==> config.mk <==
export PLATFORM = sky130hd
export DESIGN_NAME = serial_frame_rx_tx_engine
export DESIGN_NICKNAME = d
export VERILOG_FILES = /design/src/hw/rtl/sfre_pkg.sv /design/src/hw/rtl/sfre_ram.sv /design/src/hw/rtl/sfre_core.sv /design/src/hw/rtl/serial_frame_rx_tx_engine.sv
export SDC_FILE = /design/constraint.sdc
export NUM_CORES = 2
export LEC_CHECK = 0
export BUFFER_PORTS_ARGS = -buffer_cell sky130_fd_sc_hd__buf_2
export CELL_PAD_IN_SITES_DETAIL_PLACEMENT = 0
export CELL_PAD_IN_SITES_GLOBAL_PLACEMENT = 1
export CORE_MARGIN = 10
export CORE_UTILIZATION = 48
export DETAILED_ROUTE_END_ITERATION = 10
export PLACE_DENSITY_LB_ADDON = 0.1
export SLEW_MARGIN = 10
export SYNTH_ARGS = -nofsm -noshare
export SYNTH_HDL_FRONTEND = slang
export SYNTH_SLANG_ARGS = --single-unit
==> constraint.sdc <==
create_clock -name clk -period 18.43 [get_ports clk]
set_input_delay 2.7645 -clock clk [delete_from_list [all_inputs] [get_ports clk]]
set_output_delay 2.7645 -clock clk [all_outputs]
set_load 0.02 [all_outputs]
==> src/hw/rtl/sfre_pkg.sv <==
// ---------------------------------------------------------------------------
// sfre_pkg: shared types and constants
// Depths, phase, protocol, timer, mode and cancel codes, register indexes, and the per-word result record.
// ---------------------------------------------------------------------------
`timescale 1ns / 1ps
`default_nettype none
package sfre_pkg;

  localparam int RX_DEPTH = 64;
  localparam int TX_DEPTH = 256;
  localparam int RX_AW    = $clog2(RX_DEPTH);
  localparam int TX_AW    = $clog2(TX_DEPTH);

  localparam logic [4:0] PH_IDLE     = 5'd0;
  localparam logic [4:0] PH_ADDR     = 5'd1;
  localparam logic [4:0] PH_DATA     = 5'd2;
  localparam logic [4:0] PH_CKS      = 5'd3;
  localparam logic [4:0] PH_PEND     = 5'd4;
  localparam logic [4:0] PH_TXSTART  = 5'd5;
  localparam logic [4:0] PH_PL_DATA  = 5'd6;
  localparam logic [4:0] PH_PL_CR    = 5'd7;
  localparam logic [4:0] PH_PL_LF    = 5'd8;
  localparam logic [4:0] PH_X_ADDR   = 5'd9;
  localparam logic [4:0] PH_X_DATA   = 5'd10;
  localparam logic [4:0] PH_X_ETX    = 5'd11;
  localparam logic [4:0] PH_X_CKS    = 5'd12;
  localparam logic [4:0] PH_A_ADDR   = 5'd13;
  localparam logic [4:0] PH_A_DATA   = 5'd14;
  localparam logic [4:0] PH_A_CLOSE  = 5'd15;
  localparam logic [4:0] PH_A_CKS    = 5'd16;

  localparam logic [1:0] P_NONE = 2'd0;
  localparam logic [1:0] P_CR   = 2'd1;
  localparam logic [1:0] P_XOR  = 2'd2;
  localparam logic [1:0] P_ASC  = 2'd3;

  localparam logic [1:0] T_NONE   = 2'd0;
  localparam logic [1:0] T_START  = 2'd1;
  localparam logic [1:0] T_RETRIG = 2'd2;
  localparam logic [1:0] T_STOP   = 2'd3;

  localparam logic [2:0] M_RX     = 3'd0;
  localparam logic [2:0] M_PUT    = 3'd1;
  localparam logic [2:0] M_START  = 3'd2;
  localparam logic [2:0] M_NEXT   = 3'd3;
  localparam logic [2:0] M_READ   = 3'd4;
  localparam logic [2:0] M_CLEAR  = 3'd5;
  localparam logic [2:0] M_REWIND = 3'd6;

  localparam logic [2:0] C_NONE    = 3'd0;
  localparam logic [2:0] C_BADADDR = 3'd1;
  localparam logic [2:0] C_OVFL    = 3'd2;
  localparam logic [2:0] C_ASCCKS  = 3'd3;
  localparam logic [2:0] C_XORCKS  = 3'd4;
  localparam logic [2:0] C_NOPROT  = 3'd5;
  localparam logic [2:0] C_NOTOURS = 3'd6;

  localparam logic [0:0] REG_LINE_MODE = 1'b0;
  localparam logic [0:0] REG_OWN_ADDR  = 1'b1;

  typedef struct packed {
    logic [7:0] dout;
    logic       use_rx;
    logic       use_tx;
    logic       done;
    logic [2:0] cancel;
    logic [1:0] timer;
    logic       fin;
    logic       empty;
    logic [1:0] protocol;
    logic [5:0] address;
    logic [6:0] length;
  } result_t;

  // Printable checksum step: add (c - 0x20) and fold once by 95.
  function automatic logic [7:0] asc_add(input logic [7:0] acc, input logic [7:0] c);
    logic [7:0] v;
    v = acc + c - 8'h20;
    if (v >= 8'd95) v = v - 8'd95;
    return v;
  endfunction

endpackage
`default_nettype wire

==> src/hw/rtl/sfre_ram.sv <==
// ---------------------------------------------------------------------------
// sfre_ram: generic single-port-write, single-port-read RAM
// One write and one registered read per cycle; read data holds without re.
// ---------------------------------------------------------------------------
`timescale 1ns / 1ps
`default_nettype none
module sfre_ram #(
  parameter int WIDTH = 8,
  parameter int DEPTH = 64
) (
  input  wire logic                     clk,
  input  wire logic                     we,
  input  wire logic [$clog2(DEPTH)-1:0] waddr,
  input  wire logic [WIDTH-1:0]         wdata,
  input  wire logic                     re,
  input  wire logic [$clog2(DEPTH)-1:0] raddr,
  output logic      [WIDTH-1:0]         rdata
);
  logic [WIDTH-1:0] mem [DEPTH];

  always_ff @(posedge clk) begin
    if (we) mem[waddr] <= wdata;
    if (re) rdata <= mem[raddr];
  end
endmodule
`default_nettype wire

==> src/hw/rtl/sfre_core.sv <==
// ---------------------------------------------------------------------------
// sfre_core: frame sequencer
// Holds the phase, pointers and checksum; drives both buffer memories.
// ---------------------------------------------------------------------------
`timescale 1ns / 1ps
`default_nettype none
module sfre_core (
  input  wire logic                     clk,
  input  wire logic                     rst_n,
  input  wire logic                     accept,
  input  wire logic [2:0]               mode,
  input  wire logic [7:0]               data_in,
  input  wire logic                     line_mode,
  input  wire logic [5:0]               own_addr,
  input  wire logic [7:0]               tx_rd,
  output logic                          rx_we,
  output logic [sfre_pkg::RX_AW-1:0]    rx_wa,
  output logic                          rx_re,
  output logic [sfre_pkg::RX_AW-1:0]    rx_ra,
  output logic                          tx_we,
  output logic [sfre_pkg::TX_AW-1:0]    tx_wa,
  output logic                          tx_re,
  output logic [sfre_pkg::TX_AW-1:0]    tx_ra,
  output sfre_pkg::result_t             res
);
  import sfre_pkg::*;

  localparam logic [1:0] PD_NONE = 2'd0;
  localparam logic [1:0] PD_XOR  = 2'd1;
  localparam logic [1:0] PD_ASC  = 2'd2;

  logic [4:0] phase_r, phase_nxt;
  logic [1:0] proto_r, proto_nxt;
  logic [7:0] acc_r, acc_nxt, acc_eff;
  logic [5:0] faddr_r, faddr_nxt;
  logic [6:0] rxp_r, rxp_nxt, rxc_r, rxc_nxt;
  logic [8:0] txp_r, txp_nxt, txrem_r, txrem_nxt;
  logic [1:0] pend_r, pend_nxt;

  logic [4:0] ph_e;
  logic       tx_active, rx_end, addr_ok;
  logic [2:0] code;
  logic [7:0] b;

  // A transmitted data byte reaches the checksum only once the memory has
  // returned it; the next word sees the forwarded value.
  always_comb begin
    unique case (pend_r)
      PD_XOR:  acc_eff = acc_r ^ tx_rd;
      PD_ASC:  acc_eff = asc_add(acc_r, tx_rd);
      default: acc_eff = acc_r;
    endcase
  end

  function automatic logic [7:0] accum(input logic [1:0] p, input logic [7:0] a,
                                       input logic [7:0] c);
    if (p == P_ASC) return asc_add(a, c);
    else if (p == P_XOR) return a ^ c;
    else return a;
  endfunction

  assign tx_active = (phase_r >= PH_TXSTART);
  // A line's first byte always lands in entry 0.
  assign rx_wa = (phase_r == PH_IDLE || phase_r == PH_PEND) ? '0 : rxp_r[RX_AW-1:0];
  assign rx_ra = rxp_r[RX_AW-1:0];
  assign tx_wa = txp_r[TX_AW-1:0];
  assign tx_ra = txp_r[TX_AW-1:0];

  always_comb begin
    phase_nxt = phase_r; proto_nxt = proto_r; acc_nxt = acc_eff;
    faddr_nxt = faddr_r; rxp_nxt = rxp_r; rxc_nxt = rxc_r;
    txp_nxt = txp_r; txrem_nxt = txrem_r; pend_nxt = PD_NONE;
    rx_we = 1'b0; rx_re = 1'b0; tx_we = 1'b0; tx_re = 1'b0;
    rx_end = 1'b0; code = C_NONE; addr_ok = 1'b0; b = 8'h00; ph_e = phase_r;
    res = '0;

    unique case (mode)
      M_RX: begin
        unique case (phase_r)
          PH_IDLE, PH_PEND: begin
            acc_nxt = 8'h00;
            if (data_in == 8'h7B || data_in == 8'h02) begin
              proto_nxt = (data_in == 8'h7B) ? P_ASC : P_XOR;
              phase_nxt = PH_ADDR;
              rxp_nxt   = '0;
              acc_nxt   = (data_in == 8'h7B) ? asc_add(8'h00, data_in) : data_in;
              res.timer = T_START;
            end else if (!line_mode) begin
              res.timer = T_STOP;
            end else begin
              rx_we     = 1'b1;
              rxp_nxt   = 7'd1;
              proto_nxt = P_CR;
              phase_nxt = PH_DATA;
              res.timer = T_RETRIG;
            end
          end
          PH_ADDR: begin
            if (proto_r == P_ASC && data_in >= 8'h40 && data_in < 8'h80) begin
              addr_ok = 1'b1; faddr_nxt = 6'(data_in - 8'h40);
            end else if (proto_r == P_XOR && data_in >= 8'h30 && data_in < 8'h70) begin
              addr_ok = 1'b1; faddr_nxt = 6'(data_in - 8'h30);
            end
            if (addr_ok) begin
              phase_nxt = PH_DATA;
              acc_nxt   = accum(proto_r, acc_eff, data_in);
              res.timer = T_RETRIG;
            end else begin
              rx_end = 1'b1; code = C_BADADDR;
            end
          end
          PH_DATA: begin
            if ((proto_r == P_CR && data_in == 8'h0D) ||
                (proto_r == P_XOR && data_in == 8'h03) ||
                (proto_r == P_ASC && data_in == 8'h7D)) begin
              if (proto_r == P_CR) begin
                rx_end = 1'b1;
              end else begin
                phase_nxt = PH_CKS;
                acc_nxt   = accum(proto_r, acc_eff, data_in);
                res.timer = T_RETRIG;
              end
            end else if (rxp_r >= 7'(RX_DEPTH)) begin
              rx_end = 1'b1; code = C_OVFL;
            end else begin
              rx_we     = 1'b1;
              rxp_nxt   = rxp_r + 7'd1;
              acc_nxt   = accum(proto_r, acc_eff, data_in);
              res.timer = T_RETRIG;
            end
          end
          PH_CKS: begin
            rx_end = 1'b1;
            if (proto_r == P_ASC) begin
              if (data_in < 8'h20 || acc_eff != data_in - 8'h20) code = C_ASCCKS;
            end else if (proto_r == P_XOR) begin
              if (acc_eff != data_in) code = C_XORCKS;
            end else begin
              code = C_NOPROT;
            end
            if (faddr_r != 6'd0 && faddr_r != own_addr) code = C_NOTOURS;
          end
          default: ;
        endcase
        if (rx_end) begin
          res.timer = T_STOP;
          if (code != C_NONE) begin
            res.cancel = code;
            proto_nxt = P_NONE; phase_nxt = PH_IDLE; rxp_nxt = '0; acc_nxt = 8'h00;
          end else begin
            res.done = 1'b1;
            rxc_nxt = rxp_r; rxp_nxt = '0; phase_nxt = PH_PEND;
          end
        end
      end
      M_PUT: begin
        if (!tx_active && txp_r < 9'(TX_DEPTH)) begin
          tx_we = 1'b1; txp_nxt = txp_r + 9'd1;
        end
      end
      M_START: begin
        phase_nxt = PH_TXSTART; txrem_nxt = txp_r; txp_nxt = '0;
      end
      M_NEXT: begin
        if (tx_active) begin
          // Resolve the phases that emit nothing before picking a character.
          if (ph_e == PH_TXSTART && proto_r != P_XOR && proto_r != P_ASC)
            ph_e = PH_PL_DATA;
          if (txrem_r == 9'd0) begin
            if (ph_e == PH_PL_DATA) ph_e = PH_PL_CR;
            else if (ph_e == PH_X_DATA) ph_e = PH_X_ETX;
            else if (ph_e == PH_A_DATA) ph_e = PH_A_CLOSE;
          end
          unique case (ph_e)
            PH_TXSTART: begin
              if (proto_r == P_XOR) begin
                phase_nxt = PH_X_ADDR; acc_nxt = 8'h05; res.dout = 8'h06;
              end else begin
                phase_nxt = PH_A_ADDR; acc_nxt = 8'd89; res.dout = 8'h7B;
              end
            end
            PH_PL_DATA, PH_X_DATA, PH_A_DATA: begin
              tx_re      = (txp_r < 9'(TX_DEPTH));
              res.use_tx = tx_re;
              txp_nxt    = txp_r + 9'd1;
              txrem_nxt  = txrem_r - 9'd1;
              if (ph_e == PH_X_DATA) pend_nxt = PD_XOR;
              else if (ph_e == PH_A_DATA) pend_nxt = PD_ASC;
              phase_nxt  = ph_e;
              if (txrem_r == 9'd1) begin
                if (ph_e == PH_PL_DATA) phase_nxt = PH_PL_CR;
                else if (ph_e == PH_X_DATA) phase_nxt = PH_X_ETX;
                else phase_nxt = PH_A_CLOSE;
              end
            end
            PH_PL_CR: begin phase_nxt = PH_PL_LF; res.dout = 8'h0D; end
            PH_PL_LF: begin phase_nxt = PH_IDLE; res.fin = 1'b1; res.dout = 8'h0A; end
            PH_X_ADDR: begin
              b = {2'b00, own_addr} + 8'h30;
              phase_nxt = PH_X_DATA; acc_nxt = acc_eff ^ b; res.dout = b;
            end
            PH_X_ETX: begin phase_nxt = PH_X_CKS; res.dout = 8'h03; end
            PH_X_CKS: begin phase_nxt = PH_IDLE; res.fin = 1'b1; res.dout = acc_eff; end
            PH_A_ADDR: begin
              b = {2'b00, own_addr} + 8'h40;
              phase_nxt = PH_A_DATA; acc_nxt = asc_add(acc_eff, b); res.dout = b;
            end
            PH_A_CLOSE: begin phase_nxt = PH_A_CKS; res.dout = 8'h7D; end
            PH_A_CKS: begin
              phase_nxt = PH_IDLE; res.fin = 1'b1;
              b = (acc_eff >= 8'd95) ? acc_eff - 8'd95 : acc_eff;
              acc_nxt = b;
              res.dout = b + 8'h20;
            end
            default: ;
          endcase
        end
      end
      M_READ: begin
        if (phase_r == PH_ADDR || phase_r == PH_DATA || phase_r == PH_CKS ||
            rxp_r >= rxc_r || rxp_r >= 7'(RX_DEPTH)) begin
          res.empty = 1'b1;
        end else begin
          rx_re = 1'b1; res.use_rx = 1'b1; rxp_nxt = rxp_r + 7'd1;
        end
      end
      M_CLEAR: begin
        proto_nxt = P_NONE; phase_nxt = PH_IDLE; rxp_nxt = '0; acc_nxt = 8'h00;
        res.timer = T_STOP;
      end
      M_REWIND: rxp_nxt = '0;
      default: ;
    endcase

    res.protocol = proto_nxt;
    res.address  = faddr_nxt;
    res.length   = rxc_nxt;
    if (!accept) begin
      rx_we = 1'b0; rx_re = 1'b0; tx_we = 1'b0; tx_re = 1'b0;
    end
  end

  always_ff @(posedge clk) begin
    if (!rst_n) begin
      phase_r <= PH_IDLE; proto_r <= P_NONE; acc_r <= 8'h00; faddr_r <= 6'd0;
      rxp_r <= '0; rxc_r <= '0; txp_r <= '0; txrem_r <= '0; pend_r <= PD_NONE;
    end else if (accept) begin
      phase_r <= phase_nxt; proto_r <= proto_nxt; acc_r <= acc_nxt;
      faddr_r <= faddr_nxt; rxp_r <= rxp_nxt; rxc_r <= rxc_nxt;
      txp_r <= txp_nxt; txrem_r <= txrem_nxt; pend_r <= pend_nxt;
    end else begin
      acc_r  <= acc_eff;
      pend_r <= PD_NONE;
    end
  end
endmodule
`default_nettype wire

==> src/hw/rtl/serial_frame_rx_tx_engine.sv <==
// ---------------------------------------------------------------------------
// serial_frame_rx_tx_engine: addressed serial frame receiver and transmitter
// Checks and stores received frames, frames queued bytes for transmission.
// ---------------------------------------------------------------------------
//  Channel  Handshake             Payload
//  in       in_valid / in_stall    in_mode, in_data_in
//  out      out_valid / out_stall  out_data_out ... out_read_empty
//  config   psel/penable/pwrite    paddr, pwdata, prdata
//
// One word is taken per cycle while in_stall is low. A word's result passes the
// first stage and the output register: the buffer memory read and the first
// stage load at the accepting edge, the output register when it advances.
// Reset clears all control state; buffers are not cleared.
// A stalled output holds its word and one more in the first stage, then
// in_stall rises.
`timescale 1ns / 1ps
`default_nettype none
module serial_frame_rx_tx_engine (
  input  wire logic        clk,
  input  wire logic        rst_n,
  input  wire logic        in_valid,
  output logic             in_stall,
  input  wire logic [2:0]  in_mode,
  input  wire logic [7:0]  in_data_in,
  output logic             out_valid,
  input  wire logic        out_stall,
  output logic [7:0]       out_data_out,
  output logic             out_message_done,
  output logic [2:0]       out_cancel_code,
  output logic [1:0]       out_timer_command,
  output logic             out_tx_finished,
  output logic [1:0]       out_protocol,
  output logic [5:0]       out_rx_address,
  output logic [6:0]       out_rx_length,
  output logic             out_read_empty,
  input  wire logic        psel,
  input  wire logic        penable,
  input  wire logic        pwrite,
  input  wire logic [2:0]  paddr,
  input  wire logic [31:0] pwdata,
  output logic [31:0]      prdata,
  output logic             pready
);
  import sfre_pkg::*;

  logic       line_mode_r;
  logic [5:0] own_addr_r;
  logic       accept, s1_v_r, o_v_r, o_adv;
  result_t    res, s1_r;
  logic       rx_we, rx_re, tx_we, tx_re;
  logic [RX_AW-1:0] rx_wa, rx_ra;
  logic [TX_AW-1:0] tx_wa, tx_ra;
  logic [7:0] rx_rd, tx_rd;

  assign pready = 1'b1;
  always_comb begin
    unique case (paddr[2])
      REG_LINE_MODE: prdata = {31'd0, line_mode_r};
      default:       prdata = {26'd0, own_addr_r};
    endcase
  end

  always_ff @(posedge clk) begin
    if (!rst_n) begin
      line_mode_r <= 1'b0;
      own_addr_r  <= 6'd1;
    end else if (psel && penable && pwrite) begin
      if (paddr[2] == REG_LINE_MODE) line_mode_r <= pwdata[0];
      else own_addr_r <= pwdata[5:0];
    end
  end

  assign o_adv    = s1_v_r && (!o_v_r || !out_stall);
  assign in_stall = s1_v_r && !o_adv;
  assign accept   = in_valid && !in_stall;
  assign out_valid = o_v_r;

  sfre_core u_core (
    .clk, .rst_n, .accept, .mode(in_mode), .data_in(in_data_in),
    .line_mode(line_mode_r), .own_addr(own_addr_r), .tx_rd,
    .rx_we, .rx_wa, .rx_re, .rx_ra, .tx_we, .tx_wa, .tx_re, .tx_ra, .res
  );

  sfre_ram #(.WIDTH(8), .DEPTH(RX_DEPTH)) u_rx_ram (
    .clk, .we(rx_we), .waddr(rx_wa), .wdata(in_data_in),
    .re(rx_re), .raddr(rx_ra), .rdata(rx_rd)
  );

  sfre_ram #(.WIDTH(8), .DEPTH(TX_DEPTH)) u_tx_ram (
    .clk, .we(tx_we), .waddr(tx_wa), .wdata(in_data_in),
    .re(tx_re), .raddr(tx_ra), .rdata(tx_rd)
  );

  always_ff @(posedge clk) begin
    if (!rst_n) begin
      s1_v_r <= 1'b0;
      o_v_r  <= 1'b0;
    end else begin
      if (accept) s1_v_r <= 1'b1;
      else if (o_adv) s1_v_r <= 1'b0;
      if (o_adv) o_v_r <= 1'b1;
      else if (!out_stall) o_v_r <= 1'b0;
    end
  end

  always_ff @(posedge clk) begin
    if (accept) s1_r <= res;
    if (o_adv) begin
      out_data_out      <= s1_r.use_rx ? rx_rd : (s1_r.use_tx ? tx_rd : s1_r.dout);
      out_message_done  <= s1_r.done;
      out_cancel_code   <= s1_r.cancel;
      out_timer_command <= s1_r.timer;
      out_tx_finished   <= s1_r.fin;
      out_protocol      <= s1_r.protocol;
      out_rx_address    <= s1_r.address;
      out_rx_length     <= s1_r.length;
      out_read_empty    <= s1_r.empty;
    end
  end
endmodule
`default_nettype wire

==> metrics.txt <==
layout cell share with drive strength beyond 1 24.9%; Synth Warn # 0; Post-DP HPWL ~170000 um; Vias ~54000; CTS Buf Count around 300; Setup Skew 0.0936 ns; pwr/cell area around 110 nW/um^2; CTS H-tree depth 5; M2 GR Usage between 30% and 40%; # setup viols final 0; DRC Markers 0; vias in the first global route 54500; later-pin clock latency in the skew report about 0.97 ns; setup TNS 0 ns; worst path required time approximately 19 ns; unrepaired setup endpoints after global routing no; chip height between 400 and 500 um; Core ar. between 200000 and 250000 sq um; Synth Flop Type edfxtp_1; GR peak layer met2; status completed; met3 GRT Util under 10%; global route overflow 0; Critical Path Start Type flop; CTS Root Buffer Type clkbuf_16; TritonCTS Sinks between 2000 and 3000; Hold Path Class reg -> reg; total power ~13 mW; global-route wire length before repair around 400000 um; cell count after synthesis 5412; CP max FO 6; met1 Usage GRT between 30% and 40%; Clock Tree Buf Depth 4; Post-Route WL 277000 um; number of fill cells ~18000; vias per cell 6.11; Synth top area share around 73%; Post-synth EDFFs around 2600; slew margin rel. ~25%; count leader, synth edfxtp_1; Final Max Slew Viols 0; # hold bufs at CTS 0; die width ~500 um; nature of the critical path endpoint flop; Final min period between 7 and 8 ns; antenna violations before repair 12; die area between 200000 and 250000 sq um; Hold Vio Cnt, Final 0; Synth Register Bits roughly 2700; Antenna Nets Post-Route 0; initial core utilization roughly 48%; Setup Buffers After CTS 0; largest net degree at the start of global routing between 150 and 200; Unique masters post-synth slightly below 90; Pleak roughly 37 nW; post-synth top area cell edfxtp_1; Placer Congestion 0.834; nets between 5000 and 6000; Least-Margin Pin Slew 1.13 ns; Post-CTS Resized 0; Pre-Repair DR Iteration Count 6; peak supply drop around 0.000081 V; list of most frequent post-synthesis cells edfxtp_1, mux4_2, nor2_1, clkbuf_1, nand2_1; Iter 0 DRT Violations 5670; IO buf count between 60 and 70; Max Cap Viol 0; cell row count around 180; main area contributors after synthesis edfxtp_1, mux4_2, nor2_1, dfxtp_1, ha_1; Mean Syn Cell Area between 20 and 25 sq um; Routed wire per std cell 31.4 um; sequential-to-total area share from yosys stat around 74%; Tcrit/Tclk final 42.8%; Area Overhead vs Synth 12.1%; Worst Path Arrival 8.65 ns; FFs w/ async S/R, synth 0%; Mapped Area roughly 110000 sq um; CTS tree built; GRT Util Overall between 20% and 30%; I/O Pins 119; Reg clk slew, reported paths around 0.06 ns; highest clock rate 127 MHz; Setup CP Type reg -> reg
[power by group]
group | leakage [nW] | switching, mW | internal [mW] | total [mW]
registers | 24.3 | 0.0140 | 6.75 | 6.77
clock network | 4.52 | 2.33 | 3.39 | 5.72
logic | 8.22 | 0.300 | 0.165 | 0.465
[stage by stage]
step / cells / util (%) / hold WS, ns / instance area, sq um / setup slack (ns)
after floorplan: 5437 / - / 0.400 / 109000 / 11.97
final: 8818 / 54.0 / 0.417 / 122000 / 10.54
after CTS: 8815 / 54.0 / 0.418 / 122000 / 10.62
after global placement: 8302 / 49.9 / 0.403 / 113000 / 10.63
after detailed placement: 8302 / 49.9 / 0.405 / 113000 / 10.69
after global routing: 8816 / 54.0 / 0.424 / 122000 / 9.87
[layout by cell type, fill, tap and decap left out, types with 13 or more instances in the layout]
| master | synthesis | routed |
|---|---|---|
| clkbuf_1 | 189 | 70 |
| buf_4 | 27 | 101 |
| inv_1 | 58 | 58 |
| clkinv_1 | 3 | 64 |
| nand4_1 | 27 | 27 |
| nand2_1 | 181 | 170 |
| o22ai_1 | 14 | 14 |
| a21o_1 | 17 | 17 |
| a21oi_1 | 108 | 108 |
| nand3_1 | 69 | 65 |
| nor2_1 | 467 | 467 |
| and3_1 | 18 | 18 |
| o211ai_1 | 19 | 19 |
| clkinv_2 | 0 | 35 |
| a31oi_1 | 26 | 26 |
| buf_2 | 41 | 55 |
| mux2_2 | 18 | 18 |
| clkbuf_16 | 0 | 308 |
| nand2b_1 | 16 | 16 |
| xnor2_1 | 29 | 29 |
| a22oi_1 | 19 | 19 |
| or3_1 | 13 | 13 |
| and2_1 | 14 | 14 |
| conb_1 | 2 | 27 |
| xor2_1 | 19 | 19 |
| ha_1 | 69 | 69 |
| mux2i_1 | 47 | 47 |
| nor3_1 | 42 | 41 |
| edfxtp_1 | 2640 | 2640 |
| mux4_2 | 808 | 808 |
| bufinv_16 | 0 | 23 |
| dfxtp_1 | 64 | 53 |
| o21ai_0 | 89 | 88 |
| nor2b_1 | 19 | 18 |
[state kept, by name, indices dropped and copies added, names as in the netlist, 3 cells and up]
signal	flops
s1_r	33
own_addr_r	6
out_rx_length	7
u_core.rxc_r	7
u_tx_ram.rdata	8
u_core.txp_r	9
out_data_out	8
u_rx_ram.rdata	8
out_rx_address	6
u_core.rxp_r	7
u_tx_ram.mem	2048
out_cancel_code	3
u_rx_ram.mem	512
u_core.phase_r	5
u_core.acc_r	8
u_core.faddr_r	6
u_core.txrem_r	9
[routing by layer]
layer	routed length, um	part of all wire [%]
met5	13	0.0047
met4	5840	2.1
met3	18900	6.8
met2	131000	47
met1	121000	44
[worst paths after layout]
path | start | end | slack (ns) | depth (start not counted)
worst min-delay path | s1_r[22] | out_message_done | 0.42 | 0
worst max register to register | u_tx_ram.rdata[1] | u_core.acc_r[1] | 10.54 | 24
worst min register to register | s1_r[22] | out_message_done | 0.42 | 0
worst max-delay path | u_tx_ram.rdata[1] | u_core.acc_r[1] | 10.54 | 24
[cells by family after synthesis]
group                      share of synthesized area, %
buffers and inverters                              1.46
adders and majority gates                         0.837
AOI/OAI and AO/OA                                  2.57
DFF                                                73.8
xor gates and xnor gates                          0.452
other                                           0.00688
muxes                                              17.3
and+or+nand+nor                                    3.60
[worst max-delay path, stage by stage, from the launching register on]
cell	delay (ns)
edfxtp_1	0.42
ha_1	0.33
ha_1	0.23
inv_1	0.09
fa_1	0.55
xor2_1	0.22
nor3b_1	0.38
nand3_1	0.20
a21oi_1	0.41
o211ai_1	0.14
a31o_2	0.28
inv_1	0.24
ha_1	0.32
ha_1	0.23
fa_1	0.47
xor2_1	0.27
nand3_1	0.20
o32ai_1	0.69
a2111oi_0	0.22
a32oi_1	0.34
nand3_1	0.28
mux2_2	0.35
a221oi_1	0.43
a221oi_1	0.15
o31a_1	0.33
[final cells by class]
cell class / instances / area [sq um] / share of cell area [%]
Multi-Input combinational cell: 2352 / 27200 / 22.2
Clock inverter: 129 / 1210 / 0.992
Sequential cell: 2704 / 80600 / 65.8
Inverter: 63 / 236 / 0.193
Tap cell: 3009 / 3760 / 3.08
Timing Repair Buffer: 174 / 1350 / 1.11
Antenna cell: 3 / 7.51 / 0.00613
Clock buffer: 384 / 8050 / 6.58
Power figures use the tool's default switching activity.
